File: config.mk
export PLATFORM = sky130hd
export DESIGN_NAME = line_command_parser
export DESIGN_NICKNAME = d
export VERILOG_FILES = /design/src/lcp_pkg.sv /design/src/lcp_out_buf.sv /design/src/line_command_parser.sv
export SDC_FILE = /design/constraint.sdc
export NUM_CORES = 1
export LEC_CHECK = 0
export BUFFER_PORTS_ARGS = -buffer_cell sky130_fd_sc_hd__buf_2
export CAP_MARGIN = 25
export CORE_MARGIN = 2
export CORE_UTILIZATION = 41
export CTS_BUF_LIST = sky130_fd_sc_hd__clkbuf_4
export CTS_CLUSTER_SIZE = 40
export DETAILED_ROUTE_END_ITERATION = 10
export PLACE_DENSITY_LB_ADDON = 0.08
export SETUP_SLACK_MARGIN = 0.3
export SLEW_MARGIN = 20
export SYNTH_ARGS = -nofsm -noshare
export SYNTH_HDL_FRONTEND = slang
export SYNTH_SLANG_ARGS = --single-unit
File: constraint.sdc
create_clock -name clk -period 2.7 [get_ports clk]
set_input_delay 0.405 -clock clk [delete_from_list [all_inputs] [get_ports clk]]
set_output_delay 0.405 -clock clk [all_outputs]
set_load 0.02 [all_outputs]
File: src/lcp_pkg.sv
// Shared types, codes and the grammar step function of the line command parser.
package lcp_pkg;

  localparam int unsigned MAX_LINE   = 4096;
  localparam int unsigned LINE_LEN_W = $clog2(MAX_LINE);

  localparam logic [7:0] CH_NL    = 8'd10;
  localparam logic [7:0] CH_G     = 8'h47;
  localparam logic [7:0] CH_E     = 8'h45;
  localparam logic [7:0] CH_T     = 8'h54;
  localparam logic [7:0] CH_P     = 8'h50;
  localparam logic [7:0] CH_U     = 8'h55;
  localparam logic [7:0] CH_OPEN  = 8'h3C;
  localparam logic [7:0] CH_CLOSE = 8'h3E;

  typedef logic [3:0] phase_t;

  localparam phase_t PH_START     = 4'd0;
  localparam phase_t PH_G         = 4'd1;
  localparam phase_t PH_GE        = 4'd2;
  localparam phase_t PH_P         = 4'd3;
  localparam phase_t PH_PU        = 4'd4;
  localparam phase_t PH_GET_OPEN  = 4'd5;
  localparam phase_t PH_PUT_OPEN  = 4'd6;
  localparam phase_t PH_GET_NAME  = 4'd7;
  localparam phase_t PH_PUT_NAME  = 4'd8;
  localparam phase_t PH_CONT_OPEN = 4'd9;
  localparam phase_t PH_CONTENT   = 4'd10;
  localparam phase_t PH_GET_DONE  = 4'd11;
  localparam phase_t PH_PUT_DONE  = 4'd12;
  localparam phase_t PH_FAIL      = 4'd13;

  localparam logic [1:0] KIND_OTHER   = 2'd0;
  localparam logic [1:0] KIND_NAME    = 2'd1;
  localparam logic [1:0] KIND_CONTENT = 2'd2;
  localparam logic [1:0] KIND_END     = 2'd3;

  localparam logic [1:0] V_NONE = 2'd0;
  localparam logic [1:0] V_GET  = 2'd1;
  localparam logic [1:0] V_PUT  = 2'd2;
  localparam logic [1:0] V_ERR  = 2'd3;

  typedef struct packed {
    logic [7:0] out_byte;
    logic [1:0] kind;
    logic [1:0] verdict;
    logic       stream_closed;
  } result_t;

  typedef struct packed {
    phase_t     phase;
    logic [1:0] kind;
  } step_t;

  // Grammar transition for one byte that is not a newline.
  function automatic step_t advance(input phase_t ph, input logic [7:0] b);
    step_t s;
    s.kind  = KIND_OTHER;
    s.phase = PH_FAIL;
    case (ph)
      PH_START: begin
        if (b == CH_G) s.phase = PH_G;
        else if (b == CH_P) s.phase = PH_P;
      end
      PH_G:         if (b == CH_E) s.phase = PH_GE;
      PH_GE:        if (b == CH_T) s.phase = PH_GET_OPEN;
      PH_P:         if (b == CH_U) s.phase = PH_PU;
      PH_PU:        if (b == CH_T) s.phase = PH_PUT_OPEN;
      PH_GET_OPEN:  if (b == CH_OPEN) s.phase = PH_GET_NAME;
      PH_PUT_OPEN:  if (b == CH_OPEN) s.phase = PH_PUT_NAME;
      PH_CONT_OPEN: if (b == CH_OPEN) s.phase = PH_CONTENT;
      PH_GET_NAME: begin
        if (b == CH_CLOSE) s.phase = PH_GET_DONE;
        else begin
          s.phase = PH_GET_NAME;
          s.kind  = KIND_NAME;
        end
      end
      PH_PUT_NAME: begin
        if (b == CH_CLOSE) s.phase = PH_CONT_OPEN;
        else begin
          s.phase = PH_PUT_NAME;
          s.kind  = KIND_NAME;
        end
      end
      PH_CONTENT: begin
        if (b == CH_CLOSE) s.phase = PH_PUT_DONE;
        else begin
          s.phase = PH_CONTENT;
          s.kind  = KIND_CONTENT;
        end
      end
      PH_GET_DONE: s.phase = PH_GET_DONE;
      PH_PUT_DONE: s.phase = PH_PUT_DONE;
      default:     s.phase = PH_FAIL;
    endcase
    return s;
  endfunction

endpackage

File: src/lcp_out_buf.sv
// Output register with a skid stage for the result channel of the line command parser.
module lcp_out_buf (
  input  logic             clk,
  input  logic             rst_n,
  input  logic             wr_valid,
  output logic             wr_ready,
  input  lcp_pkg::result_t wr_data,
  output logic             rd_valid,
  input  logic             rd_ready,
  output lcp_pkg::result_t rd_data
);

  logic             main_valid_r, main_valid_nxt;
  logic             skid_valid_r, skid_valid_nxt;
  lcp_pkg::result_t main_r, main_nxt;
  lcp_pkg::result_t skid_r, skid_nxt;

  assign wr_ready = !skid_valid_r;
  assign rd_valid = main_valid_r;
  assign rd_data  = main_r;

  always_comb begin
    main_valid_nxt = main_valid_r;
    skid_valid_nxt = skid_valid_r;
    main_nxt       = main_r;
    skid_nxt       = skid_r;
    if (main_valid_r && rd_ready) begin
      main_valid_nxt = skid_valid_r;
      main_nxt       = skid_r;
      skid_valid_nxt = 1'b0;
    end
    if (wr_valid && !skid_valid_r) begin
      if (!main_valid_r || rd_ready) begin
        main_valid_nxt = 1'b1;
        main_nxt       = wr_data;
      end else begin
        skid_valid_nxt = 1'b1;
        skid_nxt       = wr_data;
      end
    end
  end

  always_ff @(posedge clk) begin
    if (!rst_n) begin
      main_valid_r <= 1'b0;
      skid_valid_r <= 1'b0;
    end else begin
      main_valid_r <= main_valid_nxt;
      skid_valid_r <= skid_valid_nxt;
    end
    main_r <= main_nxt;
    skid_r <= skid_nxt;
  end

endmodule

File: src/line_command_parser.sv
// Top level of the line command parser: grammar state, line counter and result channel.
//
//   Channel | Direction | Ports                  | Word contents
//   in      | input     | in_tvalid/tready/tdata | tdata[7:0] byte of the stream
//   out     | output    | out_tvalid/tready/...  | tdata byte, verdict, closed; tuser kind
//
// Each accepted input word has its result written to the output register, or to
// the skid stage while the output is held, in the same cycle; one word per cycle is
// sustained while results are taken, set by the single step of the phase and length registers.
// Synchronous reset returns the parser to the start of a line with the stream open.
// A skid stage holds one further result, so input is refused only when two
// results wait for the consumer.
module line_command_parser (
  input  logic        clk,
  input  logic        rst_n,
  input  logic        in_tvalid,
  output logic        in_tready,
  input  logic [7:0]  in_tdata,   // [7:0] in_byte
  output logic        out_tvalid,
  input  logic        out_tready,
  output logic [15:0] out_tdata,  // [7:0] out_byte, [9:8] verdict, [10] stream_closed
  output logic [1:0]  out_tuser   // [1:0] kind
);

  lcp_pkg::phase_t                    phase_r, phase_nxt;
  logic [lcp_pkg::LINE_LEN_W-1:0]     len_r, len_nxt;
  logic                               closed_r, closed_nxt;
  logic                               accept;
  lcp_pkg::step_t                     step;
  lcp_pkg::result_t                   res;
  lcp_pkg::result_t                   res_q;

  assign accept = in_tvalid && in_tready;
  assign step   = lcp_pkg::advance(phase_r, in_tdata);

  always_comb begin
    phase_nxt   = phase_r;
    len_nxt     = len_r;
    closed_nxt  = closed_r;
    res.out_byte = in_tdata;
    res.kind     = lcp_pkg::KIND_OTHER;
    res.verdict  = lcp_pkg::V_NONE;
    if (!closed_r) begin
      if (in_tdata == lcp_pkg::CH_NL) begin
        res.kind = lcp_pkg::KIND_END;
        if (phase_r == lcp_pkg::PH_GET_DONE) res.verdict = lcp_pkg::V_GET;
        else if (phase_r == lcp_pkg::PH_PUT_DONE) res.verdict = lcp_pkg::V_PUT;
        else res.verdict = lcp_pkg::V_ERR;
        phase_nxt = lcp_pkg::PH_START;
        len_nxt   = '0;
      end else if (len_r == lcp_pkg::LINE_LEN_W'(lcp_pkg::MAX_LINE - 1)) begin
        closed_nxt = 1'b1;
      end else begin
        len_nxt   = len_r + 1'b1;
        phase_nxt = step.phase;
        res.kind  = step.kind;
      end
    end
    res.stream_closed = closed_nxt;
  end

  always_ff @(posedge clk) begin
    if (!rst_n) begin
      phase_r  <= lcp_pkg::PH_START;
      len_r    <= '0;
      closed_r <= 1'b0;
    end else if (accept) begin
      phase_r  <= phase_nxt;
      len_r    <= len_nxt;
      closed_r <= closed_nxt;
    end
  end

  lcp_out_buf u_out_buf (
    .clk      (clk),
    .rst_n    (rst_n),
    .wr_valid (in_tvalid),
    .wr_ready (in_tready),
    .wr_data  (res),
    .rd_valid (out_tvalid),
    .rd_ready (out_tready),
    .rd_data  (res_q)
  );

  assign out_tdata = {5'd0, res_q.stream_closed, res_q.verdict, res_q.out_byte};
  assign out_tuser = res_q.kind;

endmodule
==> impl_metrics.py, run 1 <==
metrics = {
    "pwr": {
        "ir_worst_vdd_uv": 206,
        "pwr_density_cell_nw_per_um2": 558,
        "total_power_mw": 1.50,
        "p_leak_nw": 1.04,
    },
    "critical_path": {
        "ff2ff_setup_slack_ns": 0.63,
        "reg2reg_depth": 5,
        "worstSetupEndpointType": "flip-flop",
        "worstPathArrival_ns": 2.36,
        "critPathKind": "flip-flop to flip-flop",
        "timing.critical_path.fanout_max": 17,
        "slowest_stage": "o21ai_2",
        "required_ns": 2.99,
        "crit_path_cell_trace": "and4_1 -> nand4_1 -> o21ai_2 -> a21oi_1 -> nor3_1",
        "cp-start-kind": "flip-flop",
        "rr_startpoint": "len_r[4]",
        "slowest_delay_ns": 0.64,
        "startpoint": "len_r[4]",
        "endpoint": "u_out_buf.rd_data[0]",
        "r2r_end": "u_out_buf.rd_data[0]",
    },
    "clocking": {
        "cts_resized": 0,
        "root_buffer": "clkbuf_4",
        "cts.path.max_buffers": 2,
        "cts_setup_buffers": 0,
        "h-tree-depth": 2,
        "cts_buffers": 5,
        "clock-sinks": 45,
        "cts_hold_buf": 0,
        "clk_pin_slew_worst_paths_ns": 0.13,
        "cts_tree": "done",
        "clock_latency_ns": 0.36,
    },
    "placement": {
        "place_hpwl_um": 3700,
        "port_buffers": 26,
        "globalplace.congestion": 0.742,
        "place_ws_ns": 0.373,
        "dp.cells": 353,
    },
    "synth": {
        "yosysSeqAreaShare": 0.425,
        "synth_edf_count": 13,
        "synthArstFlopShare": 0,
        "netlist.area_leader.share": 0.264,
        "ys_types": 57,
        "post_synth_main_area_contributors": "dfxtp_1 26%, edfxtp_1 16%, mux2i_1 5.0%",
        "ys_seq_elements": 45,
        "yosysMostFrequentCell": "dfxtp_1",
        "syn_avg_cell_area_um2": 9.11,
        "syn-cell-area_um2": 2420,
        "syn-instance-count": 266,
        "synthTopCellsByCount": "32 x dfxtp_1, 27 x nand2_1, 17 x o21ai_0, 14 x a21oi_1, 14 x clkbuf_1",
        "yosys.area.top_type": "dfxtp_1",
        "ys_warn_count": 0,
        "synthFlopType": "dfxtp_1",
    },
    "route": {
        "totalWireLength_um": 5240,
        "first_pass_iters": 4,
        "drtIter0Drc": 106,
        "antenna_left": 0,
        "viasPerCell": 5.60,
        "num_vias": 2023,
        "wire_per_inst_um": 14.5,
        "drc": 0,
    },
    "floorplanning": {
        "dieArea_um2": 6540,
        "core_um2": 5820,
        "row_count": 28,
        "ios": 32,
        "fp.dieW_um": 80.9,
        "start_util": 0.417,
        "die_h_um": 80.9,
    },
    "sta": {
        "max_slew.worst_pin.slew_ns": 0.739,
        "fin_ws_ns": 0.634,
        "finalHoldViolCount": 0,
        "finalCriticalPeriod_ns": 2.07,
        "setup_violations": 0,
        "slew_violations": 0,
        "finalCritPeriodShare": 0.765,
        "relSlewSlack": 0.506,
        "setup_tns_ns": 0,
        "rsz0062_at_grt": "no",
        "final.setup_skew_ns": 0.00754,
        "fmax_mhz": 484,
    },
    "worst_hold_path": {
        "worstHoldPathType": "input pin to flip-flop",
    },
    "finish": {
        "fin_nets": 298,
        "final_cells": 361,
        "drive_above_1_share": 0.164,
        "syn_to_final_growth_pct": 10.7,
        "antenna_cells": 0,
        "post-route-util": 0.461,
    },
    "grt": {
        "grt_max_degree": 25,
        "grt_pass1_wl_um": 8600,
        "grt-ovfl-total": 0,
        "grt_pass1_vias": 1783,
        "grt_usage": 0.168,
        "antenna_found_initial": 0,
    },
    "outcome": {
        "outcome": "finished clean",
    },
    "flow_run": {
        "drv_cap": 0,
    },
}
[metal layers]
| metal | vias to the layer above | global-route usage | part of all wire | routed length [µm] |
|---|---|---|---|---|
| met3 | 8 | 0.0356 | 0.044 | 232 |
| met4 | 0 | 0.0627 | 0.015 | 80 |
| met2 | 41 | 0.251 | 0.42 | 2190 |
| li1 | 1022 | - | - | - |
| met1 | 952 | 0.238 | 0.52 | 2730 |
| met5 | - | 0 | 0 | 0 |
[where the power goes]
group	switching, mW	internal (mW)	leakage (nW)
sequential	0.0563	0.736	0.388
clock	0.218	0.203	0.0433
combinational	0.168	0.118	0.610
total	0.442	1.06	1.04
[critical path, delay by kind of cell (launching register included)]
family,cells,cell delay [ns]
flip-flops,1,0.39
AND/OR/NAND/NOR,3,0.82
AO/OA/AOI/OAI,2,0.79
[cells in the final DEF (no fill, tap or decap), types with 5 or more instances in the layout]
cell / count
o21ai_0: 17
edfxtp_1: 13
inv_1: 9
dfxtp_1: 32
conb_1: 5
nand2_1: 27
nand3_1: 9
a21oi_1: 14
buf_4: 5
nor3_1: 5
buf_2: 26
o2111ai_1: 6
nor2_1: 9
clkbuf_4: 6
mux2i_1: 12
[cell type report]
class                   instances  area [µm²]
clock buffers                   6        45.0
inverters                       9        33.8
fillers                       572        3130
flip-flops and latches         45        1030
multi-input cells             192        1260
clock inverters                 2        33.8
well taps                      75        93.8
repair buffers                 32         188
[stage by stage]
step / hold WS (ns) / instance area, µm²
after floorplan: 0.447 / 2440
after global placement: 0.457 / 2610
after detailed placement: 0.463 / 2610
after CTS: 0.258 / 2680
after global routing: 0.261 / 2680
final: 0.277 / 2680
[worst min path at each step]
stage / endpoint / cells after the start / from / slack, ns
after floorplan: len_r[11] / 2 / len_r[11] / 0.45
after global placement: len_r[11] / 2 / len_r[11] / 0.46
after detailed placement: len_r[11] / 2 / len_r[11] / 0.46
after CTS: u_out_buf.skid_r[11] / 1 / in_tdata[6] / 0.26
after global routing: u_out_buf.skid_r[11] / 1 / in_tdata[6] / 0.26
final: u_out_buf.skid_r[11] / 1 / in_tdata[6] / 0.28
[state kept, by name, indices dropped and copies added (netlist names)]
signal,flops
u_out_buf.skid_r,13
u_out_buf.rd_data,13
u_out_buf.skid_valid_r,1
len_r,12
phase_r,4
closed_r,1
u_out_buf.rd_valid,1
[cells by family after synthesis]
group                    Yosys count  share of synthesized area
buffers and inverters             33                     0.0635
adder cells (fa/ha/maj)            1                    0.00516
other                              1                    0.00155
AO/OA/AOI/OAI                     73                      0.210
AND/OR/NAND/NOR                   95                      0.223
XOR/XNOR                           6                     0.0217
multiplexers                      12                     0.0496
flip-flops                        45                      0.425
No activity file was read; power rests on OpenSTA's default activity.
==> run 2, diff against run 1 <==
==> constraint.sdc (replaced) <==
create_clock -name clk -period 1.9 [get_ports clk]
set_input_delay 0.285 -clock clk [delete_from_list [all_inputs] [get_ports clk]]
set_output_delay 0.285 -clock clk [all_outputs]
set_load 0.02 [all_outputs]
==> run 2 against run 1 <==
Cell area up 18%. Total power increased by 41%. Sequential power rose by 39%. Final cell count increased by 13%. Hold slack got worse by 0.11 ns. Clock skew is 0.0076 ns higher. First-iteration DRC count up 57%. Non-clock buffer count rose by 46. Flip-flop and latch count unchanged. Clock-buffer cell count is 1 lower. Register-to-register slack got worse by 0.39 ns. Critical path type unchanged. Largest cell class unchanged. Highest routed layer unchanged.
==> impl_metrics.py, run 2 (synthesis gave the netlist of run 1 again) <==
metrics = {
    "grt": {
        "grt_pass1_wl_um": 9500,
        "grt_usage": 0.184,
        "grt_max_degree": 25,
        "grt_pass1_vias": 2035,
        "antenna_found_initial": 0,
        "grt-ovfl-total": 0,
    },
    "sta": {
        "rsz0062_at_grt": "yes",
        "final.setup_skew_ns": 0.0151,
        "finalCriticalPeriod_ns": 1.65,
        "fin_ws_ns": 0.246,
        "fmax_mhz": 604,
        "finalCritPeriodShare": 0.871,
        "finalHoldViolCount": 0,
        "setup_violations": 0,
        "slew_violations": 0,
    },
    "finish": {
        "fillCellCount": 552,
        "post-route-util": 0.544,
        "syn_to_final_growth_pct": 30.6,
        "fin_nets": 345,
        "final_common_cell": "buf_4",
        "antenna_cells": 0,
        "drive_above_1_share": 0.369,
        "final_cell_mix": "48 x buf_4, 26 x nand2_1, 26 x buf_2",
    },
    "clocking": {
        "h-tree-depth": 2,
        "cts_tree": "done",
        "clock_latency_ns": 0.36,
        "cts_buffers": 5,
        "clk_pin_slew_worst_paths_ns": 0.14,
        "cts_hold_buf": 0,
        "clock-sinks": 45,
        "root_buffer": "clkbuf_4",
        "cts.path.max_buffers": 2,
    },
    "critical_path": {
        "timing.critical_path.fanout_max": 4,
        "worstPathArrival_ns": 1.95,
        "cp-start-kind": "flip-flop",
        "required_ns": 2.20,
        "worstSetupEndpointType": "flip-flop",
        "critPathKind": "flip-flop to flip-flop",
    },
    "floorplanning": {
        "fp.dieW_um": 80.9,
        "core_um2": 5820,
        "die_h_um": 80.9,
        "ios": 32,
        "dieArea_um2": 6540,
        "start_util": 0.417,
        "row_count": 28,
    },
    "route": {
        "totalWireLength_um": 5830,
        "drtIter0Drc": 166,
        "num_vias": 2183,
        "wl_met2_um": 2710,
        "drc": 0,
        "first_pass_iters": 4,
        "wire_per_inst_um": 14.3,
        "antenna_left": 0,
        "viasPerCell": 5.35,
        "wl_met3_um": 195,
        "routed.top_layer": "met4",
        "wl_met1_um": 2850,
    },
    "worst_hold_path": {
        "worstHoldPathType": "input pin to flip-flop",
    },
    "placement": {
        "globalplace.congestion": 0.880,
        "place_ws_ns": -0.0734,
        "place_hpwl_um": 4040,
        "port_buffers": 26,
    },
    "outcome": {
        "outcome": "finished clean",
    },
    "pwr": {
        "pwr_density_cell_nw_per_um2": 666,
        "p_leak_nw": 1.26,
        "ir_worst_vdd_uv": 329,
    },
    "flow_run": {
        "drv_cap": 0,
    },
}
==> run 2: changes by cell type in the layout (fill, tap and decap cells not counted), moves of 3 or more <==
cell,previous run,this run
buf_4,5,48
buf_6,0,4
clkinvlp_4,0,3
dfxtp_1,32,21
dfxtp_2,0,10
o2111ai_1,6,2
==> run 2: area by class of cell <==
cell class	instances	area [µm²]	share of cell area
sequential	45	1050	0.331
inverter	9	33.8	0.0107
multi-input combinational	193	1390	0.440
clock inverter	3	22.5	0.00712
clock buffer	5	37.5	0.0119
timing repair buffer	78	536	0.169
tap	75	93.8	0.0297
==> run 2: path summary, 6_finish.rpt <==
check         startpoint              endpoint  slack [ns]  cells past startpoint
max             len_r[6]             len_r[11]        0.25                      4
min          in_tdata[6]  u_out_buf.skid_r[11]        0.17                      1
max reg2reg     len_r[6]             len_r[11]        0.25                      4
min reg2reg    len_r[11]             len_r[11]        0.50                      2
==> run 2: report_power, final <==
| group | internal [mW] | total [mW] | switching (mW) | leakage (nW) |
|---|---|---|---|---|
| Combinational | 0.239 | 0.543 | 0.304 | 0.846 |
| Sequential | 1.05 | 1.10 | 0.0476 | 0.394 |
| Clock | 0.143 | 0.466 | 0.323 | 0.0234 |
| Total | 1.43 | 2.11 | 0.674 | 1.26 |
==> run 2: worst max-delay path: stages (launching register included) <==
cell and delay, ns:
dfxtp_2 0.37, and3_4 0.20, nand4_1 0.27, or4_1 0.61
a21oi_1 0.15
==> run 2: what timing repair did <==
action                     CTS  global route
hold endpoints to repair     0             0
setup endpoints to repair   16            21
resized for setup           19            15
pin swaps                    7            18
buffers inserted             8             6
cloned                       1             0
==> run 2: stage by stage <==
stage	instance area [µm²]	setup TNS, ns	total power, mW	hold WS, ns	cells
after CTS	3040	0	2.11	0.149	402
after global routing	3160	0	2.23	0.134	408
final	3160	0	2.11	0.167	408
after floorplan	2500	0	1.45	0.384	270
after detailed placement	2870	-0.322	1.63	0.466	385
after global placement	2870	-0.148	1.63	0.463	385
==> run 2: metal layers <==
metal | up-vias | global-route usage
li1 | 1122 | -
met1 | 1015 | 0.253
met2 | 38 | 0.292
met3 | 8 | 0.0367
met4 | 0 | 0.0559
met5 | - | 0
